--- config.mk ---
export PLATFORM = sky130hd
export DESIGN_NAME = peer_table_rssi_tracker
export DESIGN_NICKNAME = d
export VERILOG_FILES = /design/src/ptrt_pkg.sv /design/src/ptrt_mem.sv /design/src/ptrt_cfg.sv /design/src/ptrt_seq.sv /design/src/peer_table_rssi_tracker.sv
export SDC_FILE = /design/constraint.sdc
export NUM_CORES = 1
export LEC_CHECK = 0
export BUFFER_PORTS_ARGS = -buffer_cell sky130_fd_sc_hd__clkbuf_2
export CAP_MARGIN = 20
export CORE_MARGIN = 3
export CORE_UTILIZATION = 54
export CTS_CLUSTER_SIZE = 24
export DETAILED_ROUTE_END_ITERATION = 10
export GPL_TIMING_DRIVEN = 0
export HOLD_SLACK_MARGIN = 0.02
export PLACE_DENSITY_LB_ADDON = 0.25
export SYNTH_ARGS = -nofsm -noshare
export SYNTH_HDL_FRONTEND = slang
export SYNTH_SLANG_ARGS = --single-unit
export TNS_END_PERCENT = 5
--- constraint.sdc ---
create_clock -name clk -period 7.6 [get_ports clk]
set_input_delay 0.38 -clock clk [delete_from_list [all_inputs] [get_ports clk]]
set_output_delay 0.38 -clock clk [all_outputs]
set_load 0.01 [all_outputs]
--- src/ptrt_pkg.sv ---
// Types, constants and codes of the peer table tracker
package ptrt_pkg;

  localparam int TABLE_ENTRIES = 8;
  localparam int IDX_W = (TABLE_ENTRIES > 1) ? $clog2(TABLE_ENTRIES) : 1;
  localparam int CNT_W = $clog2(TABLE_ENTRIES + 1);

  localparam int ADDR_W = 48;
  localparam int STR_W  = 8;
  localparam int TIME_W = 32;

  localparam int IN_DATA_W  = 96;
  localparam int OUT_DATA_W = 112;

  localparam int CFG_AW = 3;
  localparam int CFG_DW = 32;
  localparam logic REG_THRESHOLD = 1'b0;
  localparam logic signed [STR_W-1:0] THR_RESET = -8'sd90;
  localparam logic signed [STR_W-1:0] FLOOR_STRENGTH = -8'sd128;

  localparam logic [1:0] MODE_REPORT = 2'd0;
  localparam logic [1:0] MODE_CLEAR  = 2'd1;
  localparam logic [1:0] MODE_LOOKUP = 2'd2;

  localparam logic [2:0] ST_WEAK    = 3'd0;
  localparam logic [2:0] ST_UPDATED = 3'd1;
  localparam logic [2:0] ST_ADDED   = 3'd2;
  localparam logic [2:0] ST_FULL    = 3'd3;
  localparam logic [2:0] ST_CLEARED = 3'd4;
  localparam logic [2:0] ST_HIT     = 3'd5;
  localparam logic [2:0] ST_MISS    = 3'd6;

  typedef struct packed {
    logic [ADDR_W-1:0]        addr;
    logic signed [STR_W-1:0]  strength;
    logic                     target;
    logic [TIME_W-1:0]        last_seen;
  } entry_t;

  typedef struct packed {
    logic [1:0]               mode;
    logic [ADDR_W-1:0]        addr;
    logic signed [STR_W-1:0]  strength;
    logic                     target;
    logic [TIME_W-1:0]        stamp;
  } item_t;

  typedef struct packed {
    logic [2:0]               status;
    logic [2:0]               slot;
    logic signed [STR_W-1:0]  hit_strength;
    logic                     hit_target;
    logic [TIME_W-1:0]        hit_time;
    logic [3:0]               peer_count;
    logic                     nearest_valid;
    logic [2:0]               nearest_slot;
    logic signed [STR_W-1:0]  nearest_strength;
    logic [ADDR_W-1:0]        nearest_address;
  } result_t;

endpackage

--- src/ptrt_mem.sv ---
// Entry memory: one write port, one registered read port
module ptrt_mem (
  input  logic                        clk,
  input  logic                        wr_en,
  input  logic [ptrt_pkg::IDX_W-1:0]  wr_addr,
  input  ptrt_pkg::entry_t            wr_data,
  input  logic                        rd_en,
  input  logic [ptrt_pkg::IDX_W-1:0]  rd_addr,
  output ptrt_pkg::entry_t            rd_data
);
  import ptrt_pkg::*;

  entry_t mem_r [TABLE_ENTRIES];
  entry_t rdata_r;

  always_ff @(posedge clk) begin
    if (wr_en) begin
      mem_r[wr_addr] <= wr_data;
    end
    if (rd_en) begin
      rdata_r <= mem_r[rd_addr];
    end
  end

  assign rd_data = rdata_r;

endmodule

--- src/ptrt_cfg.sv ---
// Configuration registers behind the APB-style port
module ptrt_cfg (
  input  logic                              clk,
  input  logic                              rst_n,
  input  logic                              psel,
  input  logic                              penable,
  input  logic                              pwrite,
  input  logic [ptrt_pkg::CFG_AW-1:0]       paddr,
  input  logic [ptrt_pkg::CFG_DW-1:0]       pwdata,
  output logic [ptrt_pkg::CFG_DW-1:0]       prdata,
  output logic                              pready,
  output logic signed [ptrt_pkg::STR_W-1:0] threshold
);
  import ptrt_pkg::*;

  logic signed [STR_W-1:0] thr_r;
  logic signed [STR_W-1:0] thr_nxt;
  logic                    sel_thr;

  assign sel_thr = (paddr[CFG_AW-1] == REG_THRESHOLD);
  assign pready  = 1'b1;

  always_comb begin
    thr_nxt = thr_r;
    if (psel && penable && pwrite && pready && sel_thr) begin
      thr_nxt = pwdata[STR_W-1:0];
    end
  end

  always_ff @(posedge clk) begin
    if (!rst_n) begin
      thr_r <= THR_RESET;
    end else begin
      thr_r <= thr_nxt;
    end
  end

  assign prdata    = sel_thr ? {{(CFG_DW-STR_W){thr_r[STR_W-1]}}, thr_r} : '0;
  assign threshold = thr_r;

endmodule

--- src/ptrt_seq.sv ---
// Sequencer: walks the entry memory for match, free slot and strongest target
module ptrt_seq (
  input  logic                              clk,
  input  logic                              rst_n,
  input  logic signed [ptrt_pkg::STR_W-1:0] threshold,
  input  logic                              item_valid,
  output logic                              item_ready,
  input  ptrt_pkg::item_t                   item,
  output logic                              res_valid,
  input  logic                              res_ready,
  output ptrt_pkg::result_t                 res,
  output logic                              mem_wr_en,
  output logic [ptrt_pkg::IDX_W-1:0]        mem_wr_addr,
  output ptrt_pkg::entry_t                  mem_wr_data,
  output logic                              mem_rd_en,
  output logic [ptrt_pkg::IDX_W-1:0]        mem_rd_addr,
  input  ptrt_pkg::entry_t                  mem_rd_data
);
  import ptrt_pkg::*;

  localparam logic [2:0] S_IDLE = 3'd0;
  localparam logic [2:0] S_SCAN = 3'd1;
  localparam logic [2:0] S_WR   = 3'd2;
  localparam logic [2:0] S_NEAR = 3'd3;
  localparam logic [2:0] S_OUT  = 3'd4;

  logic [2:0]               state_r,     state_nxt;
  item_t                    item_r,      item_nxt;
  logic [2:0]               status_r,    status_nxt;
  logic [IDX_W-1:0]         slot_r,      slot_nxt;
  logic [CNT_W-1:0]         cnt_r,       cnt_nxt;
  logic                     ev_vld_r,    ev_vld_nxt;
  logic [IDX_W-1:0]         ev_idx_r,    ev_idx_nxt;
  logic                     mfnd_r,      mfnd_nxt;
  logic [IDX_W-1:0]         midx_r,      midx_nxt;
  logic                     ffnd_r,      ffnd_nxt;
  logic [IDX_W-1:0]         fidx_r,      fidx_nxt;
  logic [TABLE_ENTRIES-1:0] valid_r,     valid_nxt;
  logic [CNT_W-1:0]         count_r,     count_nxt;
  logic                     bfnd_r,      bfnd_nxt;
  logic [IDX_W-1:0]         bidx_r,      bidx_nxt;
  logic signed [STR_W-1:0]  bstr_r,      bstr_nxt;
  logic [ADDR_W-1:0]        baddr_r,     baddr_nxt;
  logic signed [STR_W-1:0]  hstr_r,      hstr_nxt;
  logic                     htgt_r,      htgt_nxt;
  logic [TIME_W-1:0]        htime_r,     htime_nxt;
  logic                     out_vld_r,   out_vld_nxt;
  result_t                  out_r,       out_nxt;

  logic                     accept;
  logic                     last_ev;
  logic                     e_valid;
  logic [7:0]               cnt8;
  result_t                  fin;

  assign item_ready = (state_r == S_IDLE);
  assign accept     = item_valid && item_ready;
  assign last_ev    = ev_vld_r && (ev_idx_r == IDX_W'(TABLE_ENTRIES - 1));
  assign e_valid    = valid_r[ev_idx_r];
  assign cnt8       = 8'(count_r);

  always_comb begin
    fin                  = '0;
    fin.status           = status_r;
    fin.peer_count       = (cnt8 > 8'd15) ? 4'd15 : cnt8[3:0];
    if (status_r == ST_UPDATED || status_r == ST_ADDED || status_r == ST_HIT) begin
      fin.slot = 3'(slot_r);
    end
    if (status_r == ST_HIT) begin
      fin.hit_strength = hstr_r;
      fin.hit_target   = htgt_r;
      fin.hit_time     = htime_r;
    end
    if (bfnd_r) begin
      fin.nearest_valid    = 1'b1;
      fin.nearest_slot     = 3'(bidx_r);
      fin.nearest_strength = bstr_r;
      fin.nearest_address  = baddr_r;
    end
  end

  always_comb begin
    state_nxt   = state_r;
    item_nxt    = item_r;
    status_nxt  = status_r;
    slot_nxt    = slot_r;
    cnt_nxt     = cnt_r;
    ev_vld_nxt  = 1'b0;
    ev_idx_nxt  = ev_idx_r;
    mfnd_nxt    = mfnd_r;
    midx_nxt    = midx_r;
    ffnd_nxt    = ffnd_r;
    fidx_nxt    = fidx_r;
    valid_nxt   = valid_r;
    count_nxt   = count_r;
    bfnd_nxt    = bfnd_r;
    bidx_nxt    = bidx_r;
    bstr_nxt    = bstr_r;
    baddr_nxt   = baddr_r;
    hstr_nxt    = hstr_r;
    htgt_nxt    = htgt_r;
    htime_nxt   = htime_r;
    out_nxt     = out_r;
    out_vld_nxt = out_vld_r && !res_ready;
    mem_wr_en   = 1'b0;
    mem_wr_addr = slot_r;
    mem_wr_data = '{addr: item_r.addr, strength: item_r.strength,
                    target: item_r.target, last_seen: item_r.stamp};
    mem_rd_en   = 1'b0;
    mem_rd_addr = cnt_r[IDX_W-1:0];

    // issue one read a cycle during either walk
    if ((state_r == S_SCAN || state_r == S_NEAR) && cnt_r < CNT_W'(TABLE_ENTRIES)) begin
      mem_rd_en  = 1'b1;
      cnt_nxt    = cnt_r + 1'b1;
      ev_vld_nxt = 1'b1;
      ev_idx_nxt = cnt_r[IDX_W-1:0];
    end

    case (state_r)
      S_IDLE: begin
        if (accept) begin
          item_nxt   = item;
          status_nxt = ST_WEAK;
          slot_nxt   = '0;
          cnt_nxt    = '0;
          mfnd_nxt   = 1'b0;
          ffnd_nxt   = 1'b0;
          hstr_nxt   = '0;
          htgt_nxt   = 1'b0;
          htime_nxt  = '0;
          bfnd_nxt   = 1'b0;
          bstr_nxt   = FLOOR_STRENGTH;
          state_nxt  = S_NEAR;
          case (item.mode)
            MODE_REPORT: begin
              if ($signed(item.strength) >= $signed(threshold)) begin
                state_nxt = S_SCAN;
              end
            end
            MODE_CLEAR: begin
              valid_nxt  = '0;
              count_nxt  = '0;
              status_nxt = ST_CLEARED;
            end
            MODE_LOOKUP: begin
              state_nxt = S_SCAN;
            end
            default: begin
              status_nxt = ST_WEAK;
            end
          endcase
        end
      end
      S_SCAN: begin
        if (ev_vld_r) begin
          if (e_valid && mem_rd_data.addr == item_r.addr && !mfnd_r) begin
            mfnd_nxt = 1'b1;
            midx_nxt = ev_idx_r;
          end
          if (!e_valid && !ffnd_r) begin
            ffnd_nxt = 1'b1;
            fidx_nxt = ev_idx_r;
          end
        end
        if (last_ev) begin
          cnt_nxt   = '0;
          state_nxt = S_NEAR;
          if (item_r.mode == MODE_LOOKUP) begin
            status_nxt = mfnd_nxt ? ST_HIT : ST_MISS;
            slot_nxt   = midx_nxt;
          end else if (mfnd_nxt) begin
            status_nxt = ST_UPDATED;
            slot_nxt   = midx_nxt;
            state_nxt  = S_WR;
          end else if (count_r < CNT_W'(TABLE_ENTRIES) && ffnd_nxt) begin
            status_nxt = ST_ADDED;
            slot_nxt   = fidx_nxt;
            state_nxt  = S_WR;
          end else begin
            status_nxt = ST_FULL;
          end
        end
      end
      S_WR: begin
        mem_wr_en = 1'b1;
        if (status_r == ST_ADDED) begin
          valid_nxt[slot_r] = 1'b1;
          count_nxt         = count_r + 1'b1;
        end
        cnt_nxt   = '0;
        state_nxt = S_NEAR;
      end
      S_NEAR: begin
        if (ev_vld_r) begin
          if (e_valid && mem_rd_data.target &&
              $signed(mem_rd_data.strength) > $signed(bstr_r)) begin
            bfnd_nxt  = 1'b1;
            bidx_nxt  = ev_idx_r;
            bstr_nxt  = mem_rd_data.strength;
            baddr_nxt = mem_rd_data.addr;
          end
          if (status_r == ST_HIT && ev_idx_r == slot_r) begin
            hstr_nxt  = mem_rd_data.strength;
            htgt_nxt  = mem_rd_data.target;
            htime_nxt = mem_rd_data.last_seen;
          end
        end
        if (last_ev) begin
          state_nxt = S_OUT;
        end
      end
      S_OUT: begin
        if (!out_vld_r || res_ready) begin
          out_nxt     = fin;
          out_vld_nxt = 1'b1;
          state_nxt   = S_IDLE;
        end
      end
      default: begin
        state_nxt = S_IDLE;
      end
    endcase
  end

  always_ff @(posedge clk) begin
    if (!rst_n) begin
      state_r   <= S_IDLE;
      ev_vld_r  <= 1'b0;
      valid_r   <= '0;
      count_r   <= '0;
      out_vld_r <= 1'b0;
      cnt_r     <= '0;
    end else begin
      state_r   <= state_nxt;
      ev_vld_r  <= ev_vld_nxt;
      valid_r   <= valid_nxt;
      count_r   <= count_nxt;
      out_vld_r <= out_vld_nxt;
      cnt_r     <= cnt_nxt;
    end
  end

  always_ff @(posedge clk) begin
    item_r   <= item_nxt;
    status_r <= status_nxt;
    slot_r   <= slot_nxt;
    ev_idx_r <= ev_idx_nxt;
    mfnd_r   <= mfnd_nxt;
    midx_r   <= midx_nxt;
    ffnd_r   <= ffnd_nxt;
    fidx_r   <= fidx_nxt;
    bfnd_r   <= bfnd_nxt;
    bidx_r   <= bidx_nxt;
    bstr_r   <= bstr_nxt;
    baddr_r  <= baddr_nxt;
    hstr_r   <= hstr_nxt;
    htgt_r   <= htgt_nxt;
    htime_r  <= htime_nxt;
    out_r    <= out_nxt;
  end

  assign res_valid = out_vld_r;
  assign res       = out_r;

endmodule

--- src/peer_table_rssi_tracker.sv ---
// Peer table tracker top level: stream ports, configuration port, entry memory
// Keeps up to TABLE_ENTRIES (8) radio peers keyed by 48-bit address and answers
// one result per input transfer. Items are handled one at a time: a report that
// updates or adds an entry walks the entry memory for match and free slot, writes
// the entry and walks it again for the strongest target; a lookup or a report dropped
// on a full table makes both walks without the write, and a clear, a weak report or an
// unused mode only the second walk. The walks follow from the single read port of the
// entry memory. A result that finds the output register still occupied waits there
// until the previous result is taken. Valid flags sit in flip-flops, so reset and
// clear take effect at once with no clearing pass. A finished result waits in an
// output register while the next item is accepted, in the cycle after the result is
// loaded.
module peer_table_rssi_tracker (
  input  logic                              clk,
  input  logic                              rst_n,
  input  logic                              in_tvalid,
  output logic                              in_tready,
  // peer_address[47:0], signal_strength[55:48], is_target[56], timestamp[88:57]
  input  logic [ptrt_pkg::IN_DATA_W-1:0]    in_tdata,
  // mode[1:0]
  input  logic [1:0]                        in_tuser,
  output logic                              out_tvalid,
  input  logic                              out_tready,
  // slot[2:0], hit_strength[10:3], hit_target[11], hit_time[43:12],
  // peer_count[47:44], nearest_valid[48], nearest_slot[51:49],
  // nearest_strength[59:52], nearest_address[107:60]
  output logic [ptrt_pkg::OUT_DATA_W-1:0]   out_tdata,
  // status[2:0]
  output logic [2:0]                        out_tuser,
  input  logic                              cfg_psel,
  input  logic                              cfg_penable,
  input  logic                              cfg_pwrite,
  input  logic [ptrt_pkg::CFG_AW-1:0]       cfg_paddr,
  input  logic [ptrt_pkg::CFG_DW-1:0]       cfg_pwdata,
  output logic [ptrt_pkg::CFG_DW-1:0]       cfg_prdata,
  output logic                              cfg_pready
);
  import ptrt_pkg::*;

  logic signed [STR_W-1:0] threshold;
  item_t                   item;
  result_t                 res;
  logic                    wr_en;
  logic [IDX_W-1:0]        wr_addr;
  entry_t                  wr_data;
  logic                    rd_en;
  logic [IDX_W-1:0]        rd_addr;
  entry_t                  rd_data;

  assign item.mode     = in_tuser;
  assign item.addr     = in_tdata[47:0];
  assign item.strength = in_tdata[55:48];
  assign item.target   = in_tdata[56];
  assign item.stamp    = in_tdata[88:57];

  ptrt_cfg u_cfg (
    .clk       (clk),
    .rst_n     (rst_n),
    .psel      (cfg_psel),
    .penable   (cfg_penable),
    .pwrite    (cfg_pwrite),
    .paddr     (cfg_paddr),
    .pwdata    (cfg_pwdata),
    .prdata    (cfg_prdata),
    .pready    (cfg_pready),
    .threshold (threshold)
  );

  ptrt_mem u_mem (
    .clk     (clk),
    .wr_en   (wr_en),
    .wr_addr (wr_addr),
    .wr_data (wr_data),
    .rd_en   (rd_en),
    .rd_addr (rd_addr),
    .rd_data (rd_data)
  );

  ptrt_seq u_seq (
    .clk         (clk),
    .rst_n       (rst_n),
    .threshold   (threshold),
    .item_valid  (in_tvalid),
    .item_ready  (in_tready),
    .item        (item),
    .res_valid   (out_tvalid),
    .res_ready   (out_tready),
    .res         (res),
    .mem_wr_en   (wr_en),
    .mem_wr_addr (wr_addr),
    .mem_wr_data (wr_data),
    .mem_rd_en   (rd_en),
    .mem_rd_addr (rd_addr),
    .mem_rd_data (rd_data)
  );

  assign out_tuser = res.status;
  assign out_tdata = {4'b0, res.nearest_address, res.nearest_strength, res.nearest_slot,
                      res.nearest_valid, res.peer_count, res.hit_time, res.hit_target,
                      res.hit_strength, res.slot};

endmodule

==> impl_metrics.csv <==
group,metric,value,unit
drt,drc,0,
cts,clk_pin_slew,0.07,ns
drt,viasPerCell,5.76,
cts,clock_tree_from_tritoncts,"built",
synthesis,ys_types,56,
sta,post-route-worst-setup-slack,4.05,ns
synthesis,netlist.area_leader.share,0.786,
cts,clock_tree.htree_level_count,3,
synthesis,avgSynthCellArea,21.5,sq um
synthesis,synthesis.instances,1994,
global_routing,grt_max_degree,68,
placement,worst_slack_at_placement,4.14,ns
drt,drtIter0Drc,2335,
sta,finalHoldWorstSlack,0.0843,ns
placement,dp.final_hpwl,61.4,mm
power,power.internal,10.7,mW
placement,gp_congestion,0.831,
cells_and_area,drive_gt1_frac,0.309,
cells_and_area,instances_no_fill,3673,
synthesis,synth_flop_cell,"edfxtp_1",
sta,finalClockSkew,0.0204,ns
critical_path,timing.critical_path.arrival,3.87,ns
global_routing,groute.usage.overall,0.233,
power,comb_power_share,0.061,
floorplan,boundaryPins,290,
critical_path,critical_path_endpoint_category,"register",
cells_and_area,layout-area-overhead-vs-synth,19.9,%
sta,grt_setup_unrepaired,"false",
drt,finalWirelength,95.2,mm
sta,final-setup-viol-count,0,
power,sw_frac_of_total,0.209,
hold_path,min-delay-path-class,"in2reg",
power,power_dens_cells,263,nW/um^2
global_routing,grt_remaining_overflow,0,
outcome,outcome,"finished clean",
power,total_power,13.5,mW
cts,clkLatencyLatePin,0.65,ns
floorplan,chipHeight,288,um
cts,cts_root_buffer,"clkbuf_16",
synthesis,synth_sequential_area_ratio,0.799,
placement,numPlacedInstances,3359,
cts,cts_max_path_buffers,3,
power,p_clk_frac,0.396,
sta,max_freq,282,MHz
synthesis,synth.ff_latch_count,1150,
sta,worst_pin_slew,1.15,ns
floorplan,fp-row-count,102,
global_routing,first_global_vias,21600,
global_routing,grt_first_pass_wirelength,140,mm
synthesis,synthMostInstantiatedCell,"edfxtp_1",
critical_path,worst-setup-path-type,"reg2reg",
sta,period_needed,3.55,ns
cts,numCtsBuffers,110,
sta,slew_headroom,0.229,
drt,detail_route.first_pass.iterations,7,
synthesis,post_synthesis_cell_area,42800,sq um
cts,tritoncts_num_sinks,1150,
placement,placement.io_buffers,250,
cells_and_area,finish.net_count,2696,
drt,via_count,21100,
cts,postCtsResizedCells,0,
critical_path,crit_path_max_fanout,9,
drt,detail_route.wl_per_cell,25.9,um
sta,final_hold_viol_count,0,
global_routing,antenna_found_initial,0,
critical_path,cp.required,7.91,ns
power,share_seq_of_total_power,0.543,
synthesis,synthArstFlopShare,0,
cells_and_area,filler_cells_inserted,4996,
synthesis,synth_top_area_cell,"edfxtp_1",
synthesis,synth.cells.most_frequent,"1121 x edfxtp_1, 180 x mux4_2, 103 x and2_1, 94 x mux2_2, 64 x clkbuf_1",
critical_path,critPathLaunchType,"register",
sta,final_count_of_pins_violating_max_slew,0,
floorplan,placeableCoreArea,78000,sq um
cts,cts.repair_timing.setup_buffer_count,0,
power,peakVddDrop,191,uV
floorplan,dieWidth,288,um
power,power.switching,2.82,mW
power,power_leakage,17.2,nW
run,cap_viol_max_count,0,
synthesis,ys_warn_count,0,
synthesis,synth-edff-count,1121,
synthesis,synth.top_cells.by_area,"edfxtp_1 79%, mux4_2 9.5%, mux2_2 2.5%, and2_1 1.5%, dfxtp_1 1.4%",
floorplan,start_util,0.549,
cells_and_area,finish.utilization,0.659,
drt,antenna_violating_nets_left,0,
floorplan,dieArea,82800,sq um
sta,final.period_utilization,0.467,
[per-stage QoR]
step,instance area (sq um),TNS [ns]
floorplan,42900,0
global placement,45400,-2802.16
detailed placement,46700,0
CTS,51200,0
global route,51300,0
finish,51400,0
[layout make-up]
class | instances | area, sq um | share of cell area
diodes | 3 | 7.51 | 0.000146
plain buffers | 113 | 548 | 0.0107
clock buffers | 144 | 2920 | 0.0569
clock inverters | 60 | 606 | 0.0118
inverters | 30 | 118 | 0.00229
multi-input cells | 704 | 8040 | 0.156
flip-flops and latches | 1150 | 34200 | 0.667
well taps | 1040 | 1300 | 0.0253
repair buffers | 429 | 3580 | 0.0696
[power by group through the flow]
stage               registers, mW  logic, mW  clock network, mW
global placement             7.49      0.702                  0
floorplan                    7.43      0.462                  0
global route                 7.35      0.878               5.68
detailed placement           7.46      0.767                  0
CTS                          7.33      0.813               5.44
finish                       7.33      0.818               5.35
[layer usage]
metal / track usage / up-vias / wire length [um]
li1: - / 9087 / -
met1: 0.331 / 11000 / 38800
met5: 0 / - / 0
met2: 0.373 / 920 / 46700
met4: 0.0774 / 0 / 2590
met3: 0.0382 / 162 / 7060
[layout by cell type (no fill, tap or decap), drive strengths merged, types with 17 or more instances in the layout]
master       count
a21oi           17
and2           103
and3            44
buf            129
clkbuf         458
clkinv          42
dfxtp           29
dlygate4sd3     99
edfxtp        1121
ha              18
inv             34
mux2            94
mux4           180
nand2           26
nor2            50
xnor2           51
[worst max-delay path, stage by stage (launching register included)]
cell and delay, ns:
edfxtp_1 0.51, xnor2_1 0.46, nand4_1 0.28, nor4_1 1.02
nand4_4 0.34, nor2b_1 0.28, a31oi_1 0.32
[worst paths after layout]
path | slack [ns] | cells past startpoint | end | from
min reg2reg | 0.45 | 0 | u_seq.ev_idx_r[2]$_DFFE_PP_ | u_seq.cnt_r[2]$_SDFF_PN0_
max reg2reg | 4.05 | 6 | u_seq.mem_wr_addr[2]$_SDFFCE_PN0P_ | u_seq.mem_wr_data[53]$_DFFE_PP_
min | 0.08 | 2 | u_seq.state_r[2]$_SDFFE_PN0P_ | rst_n
max | 4.05 | 6 | u_seq.mem_wr_addr[2]$_SDFFCE_PN0P_ | u_seq.mem_wr_data[53]$_DFFE_PP_
[cell families after synthesis]
kind of cell	count (synthesis)	synth area share
AND/OR/NAND/NOR	290	0.0389
adder cells (fa/ha/maj)	18	0.00526
flip-flops	1150	0.799
AO/OA/AOI/OAI	57	0.00888
buffers and inverters	143	0.0154
multiplexers	279	0.121
XOR/XNOR	55	0.0112
other	2	0.000175
[flip-flops by register name, summed over array words and instances, names as in the netlist, 32 cells and up]
| register | count |
|---|---|
| u_seq.baddr_r | 48 |
| u_seq.mem_wr_data | 89 |
| u_mem.mem_r | 712 |
| u_seq.htime_r | 32 |
| u_mem.rd_data | 89 |
| u_seq.res | 111 |
[what timing repair did]
item / CTS / global route
endpoints found under the setup margin: 0 / 0
endpoints found under the hold margin: 99 / 0
hold buffers: 99 / 0
No activity file was read; power rests on OpenSTA's default activity.
